**src/rtl/core/abld_pkg.sv**
```systemverilog
// ----------------------------------------------------------------------------
// abld_pkg
// Shared types and constants of the analog button ladder debouncer:
// register indexes, reset values, button codes and the event record.
// ----------------------------------------------------------------------------
package abld_pkg;

  localparam int unsigned NUM_REGS     = 8;
  localparam int unsigned REG_IDX_BITS = 3;

  typedef logic [REG_IDX_BITS-1:0] reg_idx_t;

  localparam reg_idx_t REG_STABLE_DELTA = 3'd0;
  localparam reg_idx_t REG_CHANGE_DELTA = 3'd1;
  localparam reg_idx_t REG_SELECT_ABOVE = 3'd2;
  localparam reg_idx_t REG_NONE_ABOVE   = 3'd3;
  localparam reg_idx_t REG_LEFT_ABOVE   = 3'd4;
  localparam reg_idx_t REG_DOWN_ABOVE   = 3'd5;
  localparam reg_idx_t REG_UP_ABOVE     = 3'd6;
  localparam reg_idx_t REG_RIGHT_BELOW  = 3'd7;

  // Reset values before truncation to the sample width.
  localparam int unsigned REG_RESET [NUM_REGS] = '{
    10, 100, 4080, 2900, 2400, 1700, 750, 100
  };

  typedef enum logic [2:0] {
    BTN_NONE   = 3'd0,
    BTN_SELECT = 3'd1,
    BTN_LEFT   = 3'd2,
    BTN_DOWN   = 3'd3,
    BTN_UP     = 3'd4,
    BTN_RIGHT  = 3'd5
  } btn_t;

  typedef struct packed {
    btn_t button;
    logic pressed;
  } evt_t;

endpackage

```
**src/rtl/core/abld_cfg.sv**
```systemverilog
// ----------------------------------------------------------------------------
// abld_cfg
// Configuration register file: delta limits and ladder thresholds.
// ----------------------------------------------------------------------------
module abld_cfg #(
  parameter int unsigned SAMPLE_BITS = 12
) (
  input  logic                                             clk,
  input  logic                                             rst_n,
  input  logic                                             cfg_we,
  input  abld_pkg::reg_idx_t                               cfg_index,
  input  logic [SAMPLE_BITS-1:0]                           cfg_wdata,
  output logic [abld_pkg::NUM_REGS-1:0][SAMPLE_BITS-1:0]   regs
);
  import abld_pkg::*;

  logic [NUM_REGS-1:0][SAMPLE_BITS-1:0] regs_r;

  always_ff @(posedge clk) begin
    if (!rst_n) begin
      for (int i = 0; i < NUM_REGS; i++) begin
        regs_r[i] <= SAMPLE_BITS'(REG_RESET[i]);
      end
    end else if (cfg_we) begin
      case (cfg_index)
        REG_STABLE_DELTA: regs_r[REG_STABLE_DELTA] <= cfg_wdata;
        REG_CHANGE_DELTA: regs_r[REG_CHANGE_DELTA] <= cfg_wdata;
        REG_SELECT_ABOVE: regs_r[REG_SELECT_ABOVE] <= cfg_wdata;
        REG_NONE_ABOVE:   regs_r[REG_NONE_ABOVE]   <= cfg_wdata;
        REG_LEFT_ABOVE:   regs_r[REG_LEFT_ABOVE]   <= cfg_wdata;
        REG_DOWN_ABOVE:   regs_r[REG_DOWN_ABOVE]   <= cfg_wdata;
        REG_UP_ABOVE:     regs_r[REG_UP_ABOVE]     <= cfg_wdata;
        REG_RIGHT_BELOW:  regs_r[REG_RIGHT_BELOW]  <= cfg_wdata;
        default: ;
      endcase
    end
  end

  assign regs = regs_r;

endmodule

```
**src/rtl/core/abld_eval.sv**
```systemverilog
// ----------------------------------------------------------------------------
// abld_eval
// Debounce state and event logic: stability check, level change check,
// threshold decode and press/release event generation.
// ----------------------------------------------------------------------------
module abld_eval #(
  parameter int unsigned SAMPLE_BITS = 12
) (
  input  logic                                             clk,
  input  logic                                             rst_n,
  input  logic                                             fire,
  input  logic [SAMPLE_BITS-1:0]                           sample,
  input  logic [abld_pkg::NUM_REGS-1:0][SAMPLE_BITS-1:0]   regs,
  output logic                                             evt_valid,
  output abld_pkg::evt_t                                   evt
);
  import abld_pkg::*;

  logic [SAMPLE_BITS-1:0] last_sample_r, last_sample_nxt;
  logic [SAMPLE_BITS-1:0] stable_level_r, stable_level_nxt;
  btn_t                   cur_btn_r, cur_btn_nxt;

  logic [SAMPLE_BITS-1:0] gap_last;
  logic [SAMPLE_BITS-1:0] gap_level;
  logic                   take_level;
  logic                   decoded;
  btn_t                   dec_btn;

  always_comb begin
    gap_last  = (sample > last_sample_r) ? sample - last_sample_r
                                         : last_sample_r - sample;
    gap_level = (sample > stable_level_r) ? sample - stable_level_r
                                          : stable_level_r - sample;
    take_level = (gap_last < regs[REG_STABLE_DELTA]) &&
                 (gap_level > regs[REG_CHANGE_DELTA]);

    // Thresholds are checked top-down; the first match wins.
    decoded = 1'b1;
    dec_btn = BTN_NONE;
    if (sample > regs[REG_SELECT_ABOVE]) begin
      dec_btn = BTN_SELECT;
    end else if (sample > regs[REG_NONE_ABOVE]) begin
      dec_btn = BTN_NONE;
    end else if (sample > regs[REG_LEFT_ABOVE]) begin
      dec_btn = BTN_LEFT;
    end else if (sample > regs[REG_DOWN_ABOVE]) begin
      dec_btn = BTN_DOWN;
    end else if (sample > regs[REG_UP_ABOVE]) begin
      dec_btn = BTN_UP;
    end else if (sample < regs[REG_RIGHT_BELOW]) begin
      dec_btn = BTN_RIGHT;
    end else begin
      decoded = 1'b0;
    end

    evt_valid   = take_level && decoded && (dec_btn != cur_btn_r);
    // A decode of no button reports the release of the button held so far.
    evt.button  = (dec_btn == BTN_NONE) ? cur_btn_r : dec_btn;
    evt.pressed = (dec_btn != BTN_NONE);

    last_sample_nxt  = sample;
    stable_level_nxt = take_level ? sample : stable_level_r;
    cur_btn_nxt      = evt_valid ? dec_btn : cur_btn_r;
  end

  always_ff @(posedge clk) begin
    if (!rst_n) begin
      last_sample_r  <= '0;
      stable_level_r <= '0;
      cur_btn_r      <= BTN_NONE;
    end else if (fire) begin
      last_sample_r  <= last_sample_nxt;
      stable_level_r <= stable_level_nxt;
      cur_btn_r      <= cur_btn_nxt;
    end
  end

endmodule

```
**src/rtl/core/analog_button_ladder_debouncer.sv**
```systemverilog
// ----------------------------------------------------------------------------
// analog_button_ladder_debouncer
// Debounces and decodes ADC samples of a resistor-ladder keypad into
// button press and release transactions.
// ----------------------------------------------------------------------------
// Usage:
//   Input channel (in_valid/in_ready/in_sample) takes one ADC sample per
//   transaction. A sample that is stable against the previous sample and
//   far enough from the last accepted level is decoded against the ladder
//   thresholds; a change of button yields one output transaction
//   (out_button, out_pressed = 1 for a press, 0 for a release).
//   Most samples yield no output transaction.
//   Configuration is written through cfg_we/cfg_index/cfg_wdata while the
//   block is idle; each write takes effect at the next clock edge.
//   An accepted sample is held in the input register, evaluated
//   combinationally and its event written to the output register.
//   Throughput: one sample per cycle while the receiver does not stall;
//   the evaluation between the input and output registers is combinational.
//   Reset loads the default thresholds and clears the debounce state to
//   "no button". When the receiver stalls with an event waiting, the
//   evaluation stage holds and in_ready drops once that stage is full.
// ----------------------------------------------------------------------------
module analog_button_ladder_debouncer #(
  parameter int unsigned SAMPLE_BITS = 12
) (
  input  logic                        clk,
  input  logic                        rst_n,
  input  logic                        in_valid,
  output logic                        in_ready,
  input  logic [SAMPLE_BITS-1:0]      in_sample,
  output logic                        out_valid,
  input  logic                        out_ready,
  output logic [2:0]                  out_button,
  output logic                        out_pressed,
  input  logic                        cfg_we,
  input  logic [abld_pkg::REG_IDX_BITS-1:0] cfg_index,
  input  logic [SAMPLE_BITS-1:0]      cfg_wdata
);
  import abld_pkg::*;

  logic [NUM_REGS-1:0][SAMPLE_BITS-1:0] regs;

  logic                   s1_valid_r;
  logic [SAMPLE_BITS-1:0] s1_sample_r;
  logic                   out_valid_r;
  evt_t                   out_evt_r;

  logic fire;
  logic evt_valid;
  evt_t evt;

  abld_cfg #(.SAMPLE_BITS(SAMPLE_BITS)) u_cfg (
    .clk       (clk),
    .rst_n     (rst_n),
    .cfg_we    (cfg_we),
    .cfg_index (reg_idx_t'(cfg_index)),
    .cfg_wdata (cfg_wdata),
    .regs      (regs)
  );

  abld_eval #(.SAMPLE_BITS(SAMPLE_BITS)) u_eval (
    .clk       (clk),
    .rst_n     (rst_n),
    .fire      (fire),
    .sample    (s1_sample_r),
    .regs      (regs),
    .evt_valid (evt_valid),
    .evt       (evt)
  );

  // The staged sample is consumed whenever the output register can take
  // whatever it produces, event or not.
  assign fire     = s1_valid_r && (!out_valid_r || out_ready);
  assign in_ready = !s1_valid_r || fire;

  always_ff @(posedge clk) begin
    if (!rst_n) begin
      s1_valid_r  <= 1'b0;
      out_valid_r <= 1'b0;
    end else begin
      if (in_ready) begin
        s1_valid_r <= in_valid;
      end
      if (fire) begin
        out_valid_r <= evt_valid;
      end else if (out_ready) begin
        out_valid_r <= 1'b0;
      end
    end
  end

  always_ff @(posedge clk) begin
    if (in_ready && in_valid) begin
      s1_sample_r <= in_sample;
    end
    if (fire && evt_valid) begin
      out_evt_r <= evt;
    end
  end

  assign out_valid   = out_valid_r;
  assign out_button  = out_evt_r.button;
  assign out_pressed = out_evt_r.pressed;

endmodule

```
**config.mk**
```make
export PLATFORM = sky130hd
export DESIGN_NAME = analog_button_ladder_debouncer
export DESIGN_NICKNAME = d
export VERILOG_FILES = /design/src/rtl/core/abld_pkg.sv /design/src/rtl/core/abld_cfg.sv /design/src/rtl/core/abld_eval.sv /design/src/rtl/core/analog_button_ladder_debouncer.sv
export SDC_FILE = /design/constraint.sdc
export NUM_CORES = 1
export LEC_CHECK = 0
export BUFFER_PORTS_ARGS = -buffer_cell sky130_fd_sc_hd__buf_2
export CAP_MARGIN = 0
export CORE_UTILIZATION = 30
export DETAILED_ROUTE_END_ITERATION = 10
export HOLD_SLACK_MARGIN = 0.02
export PLACE_DENSITY = 0.56
export REMOVE_ABC_BUFFERS = 1
export SETUP_SLACK_MARGIN = 0.2
export SLEW_MARGIN = 20
export SYNTH_ARGS = -nofsm -noshare
export SYNTH_HDL_FRONTEND = slang
export SYNTH_SLANG_ARGS = --single-unit
```
**constraint.sdc**
```tcl
create_clock -name clk -period 7 [get_ports clk]
set_clock_uncertainty 0.2 [all_clocks]
set_input_delay 0.7 -clock clk [delete_from_list [all_inputs] [get_ports clk]]
set_output_delay 0.7 -clock clk [all_outputs]
set_load 0.005 [all_outputs]
```
=== After elaboration in Yosys (flattened, before gate mapping) ===
Index checks and enable logic that the tools add are counted.

* Flip-flop bits (word level): 141
* Input port bits: 32
* Output and inout port bits: 6
* Logic and storage cells: 79

* Add/subtract/negate cells: 4
* Order comparisons: 10
* Equal/unequal tests: 8
* Multiplexer cells: 17
* Reductions and logical operators: 24

{| class="wikitable"
|+ Operators by type and width
! cell !! count
|-
| $gt A12 B12 Y1 || 8
|-
| $sub A12 B12 Y12 || 4
|-
| $lt A12 B12 Y1 || 2
|-
| $mux W12 || 2
|-
| $mux W3 || 7
|-
| $reduce_and A2 Y1 || 10
|-
| $eq A3 B3 Y1 const B || 4
|-
| $mux W1 || 8
|-
| $eq A3 B2 Y1 const B || 2
|-
| $logic_and A1 B1 Y1 || 6
|-
| $logic_not A3 Y1 || 2
|-
| $eq A3 B1 Y1 const B || 1
|-
| $ne A3 B3 Y1 || 1
|-
| $reduce_bool A3 Y1 || 1
|-
| $logic_not A1 Y1 || 2
|-
| $logic_or A1 B1 Y1 || 2
|-
| $reduce_bool A2 Y1 || 1
|}

=== Depth between registers and ports, before layout ===
Gate-level depths: netlist (run 1).

* Depth in word-level cells: 10
* Gate-level depth with buffers: 25
* Depth with buffers taken out: 22

=== Hierarchy ===
A second synthesis (run 1) with hierarchy kept.

* Cell total of the unflattened synthesis: 1093
* Area total of the unflattened synthesis: 9688.0 um2

{| class="wikitable"
|+ By module, submodules not included
! module !! times used !! cells an instance !! area an instance (um2) !! seq. area each (um2)
|-
| abld_eval || 1 || 720 || 5445.2 || 540.5
|-
| abld_cfg || 1 || 344 || 3649.8 || 1921.8
|-
| analog_button_ladder_debouncer || 1 || 29 || 593.1 || 520.5
|}

=== Least setup slack after synthesis (run 1) ===
No wires, ideal clock.

* Path kind: reg-to-reg
* Start point: reg s1_sample_r[0]
* End point: reg out_evt_r (netlist bit out_button[0]) (enable)
* Setup time: 0.347 ns
* Arrival time: 4.787 ns
* Data required time: 6.453 ns
* Slack: 1.665 ns
* Stages on the path, launching flop included: 22
* Path buffers: 1
* Clock period less this slack: 5.335 ns
* Cells stage by stage: edfxtp_1 -> inv_1 -> ha_1 -> inv_1 -> fa_1 -> a21o_1 -> a21oi_1 -> o21bai_1 -> o31a_1 -> a21oi_2 -> buf_4 -> mux2_2 -> a41oi_2 -> o221ai_1 -> xor2_1 -> ha_1 -> nand4_1 -> or2_2 -> o311a_1 -> nor4_4 -> o21a_1 -> a21boi_1

* Cells in the longest elaborated chain, start to end: 10
* Elaborated cells on any way between the ends: 33
* Classes of those cells: 4 x add/sub; 10 x order compare; 1 x eq/ne; 14 x mux; 4 x reduce/logical

{| class="wikitable"
|+ RTL lines
! element !! RTL line !! source
|-
| start: declaration || analog_button_ladder_debouncer.sv:44 || <nowiki>logic [SAMPLE_BITS-1:0] s1_sample_r;</nowiki>
|-
| start signal: assignment || analog_button_ladder_debouncer.sv:94 || <nowiki>s1_sample_r <= in_sample;</nowiki>
|-
| branches (longest 8 deep; another with $sub A12 B12 Y12) || -- ||
|-
| $logic_and A1 B1 Y1 * || abld_eval.sv:56 || <nowiki>evt_valid = take_level && decoded && (dec_btn != cur_btn_r);</nowiki>
|-
| $logic_and A1 B1 Y1 * || analog_button_ladder_debouncer.sv:96 || <nowiki>if (fire && evt_valid) begin</nowiki>
|-
| end signal: assignment || analog_button_ladder_debouncer.sv:97 || <nowiki>out_evt_r <= evt;</nowiki>
|-
| end: declaration || analog_button_ladder_debouncer.sv:46 || <nowiki>evt_t out_evt_r;</nowiki>
|}

Mark *: on every way between the ends.
A chain may end at the register's enable or synchronous reset.

=== Final worst setup path (run 1) ===
Ends and elaborated chain as after synthesis.

==> impl_metrics.yaml, run 1 <==
timing:
  hold_viol: 0
  period_needed_ns: 6.22
  fin_ws_ns: 0.780
  drv_slew: 0
  fmax_ghz: 0.161
  holdWs_ns: 0.251
  fin_crit_sh: 0.889
  slew_headroom: 0.326
  worst-slew-pin-transition_ns: 1.01
  rsz0062_at_grt: "false"
  tns_ns: 0
  setup_violations: 0
power_and_ir_drop:
  max-vdd-ir-drop_mv: 0.179
  power_density_mw_per_mm2: 215
  power.leakage_uw: 0.00458
global_routing:
  grt_max_degree: 126
  grt_pass1_wl_um: 42800
  grt_overflow: 0
  grt_pass1_vias: 7790
  track_usage: 0.166
  antenna_found_initial: 0
critical_path:
  crit_path_start_kind: "flip-flop"
  worst_setup_path_end_kind: "flip-flop"
  worst-setup-path-type: "reg2reg"
  cp.required_ns: 6.87
  cp_max_fo: 24
  cp.arrival_ns: 6.09
placed_design:
  hpwlAfterDp_um: 18600
  dpl.cell_count: 1594
  io_buffers: 37
  gp_congestion: 0.893
  pre_cts_ws_ns: 0.584
route:
  wl_um: 26500
  drtIter0Drc: 511
  dr.pass1.iters: 6
  route.detailed.drc: 0
  vias_per_cell: 5.00
  antenna_left: 0
  vias: 8135
  wl_per_cell_um: 16.3
cts:
  clk_pin_slew_worst_paths_ns: 0.06
  cts_root_buffer: "clkbuf_16"
  insertion_delay_ns: 0.43
  cts_buffers: 17
  cts_tree: "yes"
  cts_setup_buffers: 0
  clock_sinks: 141
  postCtsHoldBufs: 0
  cts.path.max_buffers: 2
  cts_max_level: 4
die:
  num_rows: 65
  die-area_mm2: 0.0332
  initial_utilization: 0.307
  ios: 38
  core_mm2: 0.0317
  die_y_um: 182
  die_x_um: 182
worst_hold_path:
  hp-class: "in2reg"
layout:
  nNetsFinal: 1387
  ff_latch_area_mm2: 0.00298
  area_growth_pct: 12.1
  postLayoutCoreUtil: 0.344
  fin_cells: 1626
  drive_above_1_share: 0.0907
  fillers: 3292
  multiInputGateArea_mm2: 0.00599
  diodes: 0
logic_synthesis:
  synth_edf_count: 16
  yosysWarningCount: 0
  netlist.area_leader.share: 0.257
  synth.avg_cell_area_um2: 8.17
  async_flop_share: 0
  synth_top_cell_by_area: "dfxtp_1"
  synth_seq_cells: 141
  netlist_instances: 1193
  synthDistinctLibCells: 58
  ys_seq_area_frac: 0.306
  ys.flop_type: "dfxtp_1"
  yosys-top-cells-area: "dfxtp_1, ha_1, nand2_1"
  netlist_area_mm2: 0.00975
flow_run:
  cap_violations: 0
status:
  outcome: "complete, no violations"
-- Yosys cell counts, types with 3 or more instances --
library cell and count:
a211o_1 7, a211oi_1 4, a21boi_0 76, a21o_1 26, a21oi_1 64, a221oi_1 3
a31oi_1 8, and2_1 14, and3_1 4, and4_1 3, buf_2 6, buf_4 4
clkbuf_1 29, clkbuf_2 13, dfxtp_1 125, edfxtp_1 16, fa_1 4, ha_1 140
inv_1 144, mux2_2 8, mux2i_1 16, nand2_1 229, nand2b_1 14, nand3_1 17
nand4_1 27, nor2_1 21, nor2b_1 17, nor3_1 8, o211ai_1 45, o21a_1 5
o21ai_0 35, o21ai_1 5, o21bai_1 6, or3_1 3, xnor2_1 17, xor2_1 3
-- logic make-up (layout without fill, tap and decap cells) --
| logic type | count (synthesis) | in the layout | synth area share |
|---|---|---|---|
| compound gates | 302 | 302 | 0.211 |
| xor+xnor | 20 | 20 | 0.0180 |
| mux | 24 | 24 | 0.0257 |
| flops | 141 | 141 | 0.306 |
| simple gates | 364 | 364 | 0.170 |
| buf+inv | 198 | 229 | 0.0814 |
| fa+ha+maj | 144 | 144 | 0.188 |
-- cells in the final DEF, fill, tap and decap left out, types with 3 or more instances in the layout --
cell,netlist,final
nand2_1,229,229
inv_1,144,144
ha_1,140,140
dfxtp_1,125,125
a21boi_0,76,76
a21oi_1,64,64
o211ai_1,45,45
buf_2,6,36
o21ai_0,35,35
nand4_1,27,27
a21o_1,26,26
nor2_1,21,18
nand3_1,17,17
xnor2_1,17,17
clkbuf_16,0,17
nor2b_1,17,16
mux2i_1,16,16
edfxtp_1,16,16
buf_4,4,16
nand2b_1,14,14
and2_1,14,14
a31oi_1,8,8
mux2_2,8,8
a211o_1,7,7
nor3_1,8,7
o21bai_1,6,6
o21ai_1,5,5
o21a_1,5,5
and3_1,4,4
a211oi_1,4,4
fa_1,4,4
clkinv_4,0,4
inv_6,0,4
and4_1,3,3
a221oi_1,3,3
or3_1,3,3
xor2_1,3,3
nor2_2,0,3
clkinvlp_4,0,3
-- registers in the layout, summed over array words and instances, names as in the netlist --
| register | flops |
|---|---|
| out_button | 3 |
| out_pressed | 1 |
| out_valid | 1 |
| s1_sample_r | 12 |
| s1_valid_r | 1 |
| u_cfg.regs | 96 |
| u_eval.cur_btn_r | 3 |
| u_eval.last_sample_r | 12 |
| u_eval.stable_level_r | 12 |
-- worst max-delay path, cell delays in order, from the launching register on --
cell      delay [ns]
edfxtp_1        0.48
inv_1           0.29
ha_1            0.20
inv_1           0.06
fa_1            0.38
a21o_1          0.17
a21oi_1         0.19
o21bai_1        0.11
o31a_1          0.29
a21oi_4         0.41
mux2_2          0.41
a41oi_2         0.23
o221ai_1        0.16
xor2_1          0.17
ha_1            0.31
nand4_1         0.13
or2_2           0.31
o311a_1         0.13
nor4_4          0.21
buf_4           0.30
o21a_1          0.26
a21boi_1        0.44
-- final cells by class --
type,instances,area share
well taps,402,0.0460
flip-flops and latches,141,0.273
clock inverters,14,0.0144
multi-input cells,854,0.548
clock buffers,18,0.0402
repair buffers,53,0.0285
inverters,144,0.0495
-- what timing repair did --
action | in CTS | in global routing
hold endpoints to repair | 0 | 0
resized for setup | 0 | 1
endpoints found under the setup margin | 0 | 4
-- report_power, final --
part | switching (µW) | internal (µW)
Sequential | 17.4 | 850
Combinational | 324 | 230
Clock | 383 | 540
-- path summary, 6_finish.rpt --
kind / end / slack [ns] / depth (start not counted) / startpoint
worst max-delay path: out_button[0] / 0.78 / 21 / s1_sample_r[0]
worst min-delay path: s1_sample_r[10] / 0.25 / 1 / in_sample[10]
worst max register to register: out_button[0] / 0.78 / 21 / s1_sample_r[0]
worst min register to register: u_cfg.regs[43] / 0.27 / 2 / u_cfg.regs[43]
-- routing by layer --
layer | GRT usage | vias up | wire (µm)
met5 | 0 | - | 0
met4 | 0.0632 | 0 | 743
met3 | 0.0249 | 40 | 1370
met2 | 0.261 | 200 | 11600
met1 | 0.229 | 3775 | 12700
li1 | - | 4120 | -
-- metrics by stage --
| step | instance area, µm² | power (µW) |
|---|---|---|
| after floorplan | 9490 | 1270 |
| after global placement | 10300 | 1430 |
| after detailed placement | 10300 | 1430 |
| after CTS | 10900 | 2360 |
| after global routing | 10900 | 2470 |
| final | 10900 | 2350 |
Power figures use the tool's default switching activity.
==> run 2: changes to the inputs <==
Settings changed: CORE_ASPECT_RATIO set to 0.75.
==> run 2 against run 1 <==
- die area about the same
- first-iteration DRC count increased by 25%
- total power is 0.56% lower
- sequential share of layout area about the same
- critical path depth is the same
- cell count up 2.0%
- critical endpoint is now out_button[1]
==> impl_metrics.yaml, run 2 (same netlist as run 1, synthesis figures left out) <==
cts:
  clock_sinks: 141
  postCtsHoldBufs: 0
  cts_setup_buffers: 0
  cts_root_buffer: "clkbuf_16"
  cts_max_level: 4
  cts_tree: "yes"
  cts_buffers: 17
  postCtsResizedCells: 0
  clk_pin_slew_worst_paths_ns: 0.07
  cts.path.max_buffers: 2
  insertion_delay_ns: 0.43
critical_path:
  cp.required_ns: 6.87
  crit_slowest_cell: "edfxtp_1"
  cp_max_fo: 7
  worst-setup-path-type: "reg2reg"
  setup.worst_path.start: "s1_sample_r[0]"
  worst_setup_path_end_kind: "flip-flop"
  r2r_start: "s1_sample_r[0]"
  path_cells: "inv_1 > ha_1 > inv_1 > fa_1 > a21o_1 > a21oi_1 > o21bai_1 > o31a_1 > a21oi_2 > buf_4 > mux2_2 > a41oi_2 > o221ai_1 > xor2_1 > ha_1 > nand4_1 > or2_2 > o311a_1 > nor4_4 > o21a_1 > a21boi_1"
  crit_path_start_kind: "flip-flop"
  cp.arrival_ns: 5.93
  worst_path_largest_cell_delay_ns: 0.48
timing:
  holdWs_ns: 0.242
  fin_crit_sh: 0.866
  drv_slew: 0
  worst-slew-pin-transition_ns: 1.04
  setup_violations: 0
  tns_ns: 0
  rsz0062_at_grt: "false"
  slew_headroom: 0.304
  fmax_ghz: 0.165
  hold_viol: 0
  period_needed_ns: 6.06
layout:
  nNetsFinal: 1387
  largest_reg_flops: 96
  layout.cells.most_common: "nand2_1"
  fillers: 3253
  area_growth_pct: 12.2
  layout_common_cells: "nand2_1, inv_1, ha_1"
  ff_latch_area_mm2: 0.00298
  drive_above_1_share: 0.0907
  diodes: 0
  fin_area_mm2: 0.0109
  multiInputGateArea_mm2: 0.00599
route:
  dr.pass1.iters: 7
  vias_per_cell: 4.87
  wl_um: 26900
  wl_per_cell_um: 16.2
  drtIter0Drc: 641
  route.detailed.drc: 0
  vias: 8076
  antenna_left: 0
global_routing:
  antenna_found_initial: 0
  track_usage: 0.168
  grt_pass1_vias: 7600
  grt_pass1_wl_um: 42800
  grt_overflow: 0
  grt_max_degree: 107
die:
  ios: 38
  initial_utilization: 0.308
  die_y_um: 158
  core_mm2: 0.0316
  num_rows: 56
  die-area_mm2: 0.0332
  die_x_um: 210
placed_design:
  gp_congestion: 0.864
  io_buffers: 37
  placed_cell_area_mm2: 0.0104
  hpwlAfterDp_um: 19100
power_and_ir_drop:
  power_density_mw_per_mm2: 213
  power.leakage_uw: 0.00457
  max-vdd-ir-drop_mv: 0.141
status:
  outcome: "complete, no violations"
worst_hold_path:
  min_from: "in_sample[11]"
  hp-class: "in2reg"
flow_run:
  cap_violations: 0
run 2: metrics by stage:
step | power [µW] | setup WS [ns] | cells | utilization
6_report | 2330 | 0.936 | 1659 | 0.346
5_1_grt | 2460 | 0.535 | 1659 | 0.346
4_1_cts | 2350 | 0.920 | 1659 | 0.346
3_5_place_dp | 1440 | 0.970 | 1627 | 0.328
3_3_place_gp | 1430 | 1.14 | 1627 | 0.328
2_1_floorplan | 1270 | 0.869 | 1139 | -
run 2: layer usage:
layer	GRT usage	vias up	part of all wire
met1	0.245	3729	0.52
met2	0.244	187	0.41
met3	0.0272	36	0.044
met4	0.0643	0	0.028
met5	0	-	0
li1	-	4124	-
run 2: final timing paths:
path / to / slack (ns) / cells after the start
worst max-delay path: out_button[1] / 0.94 / 21
worst min-delay path: s1_sample_r[11] / 0.24 / 1
worst max register to register: out_button[1] / 0.94 / 21
worst min register to register: u_eval.last_sample_r[11] / 0.26 / 2
run 2: power breakdown:
part | total (µW) | switching, µW | leakage [µW] | internal, µW
clock | 904 | 415 | 0.000276 | 489
combinational | 560 | 329 | 0.00312 | 231
sequential | 869 | 19.1 | 0.00117 | 850
total | 2330 | 762 | 0.00457 | 1570
run 2: cell type report:
cell class	instances	share of cell area
clock buffers	18	0.0412
clock inverters	14	0.0112
inverters	144	0.0494
multi-input cells	854	0.548
flip-flops and latches	141	0.273
well taps	435	0.0498
repair buffers	53	0.0281
run 2: worst max-delay path, delay by kind of cell, from the launching register on:
family	cells	cell delay (ns)
adders and majority gates	3	0.90
and+or+nand+nor	3	0.81
muxes	1	0.35
AOI/OAI and AO/OA	10	2.24
buffers and inverters	3	0.58
xor gates and xnor gates	1	0.17
DFF	1	0.48
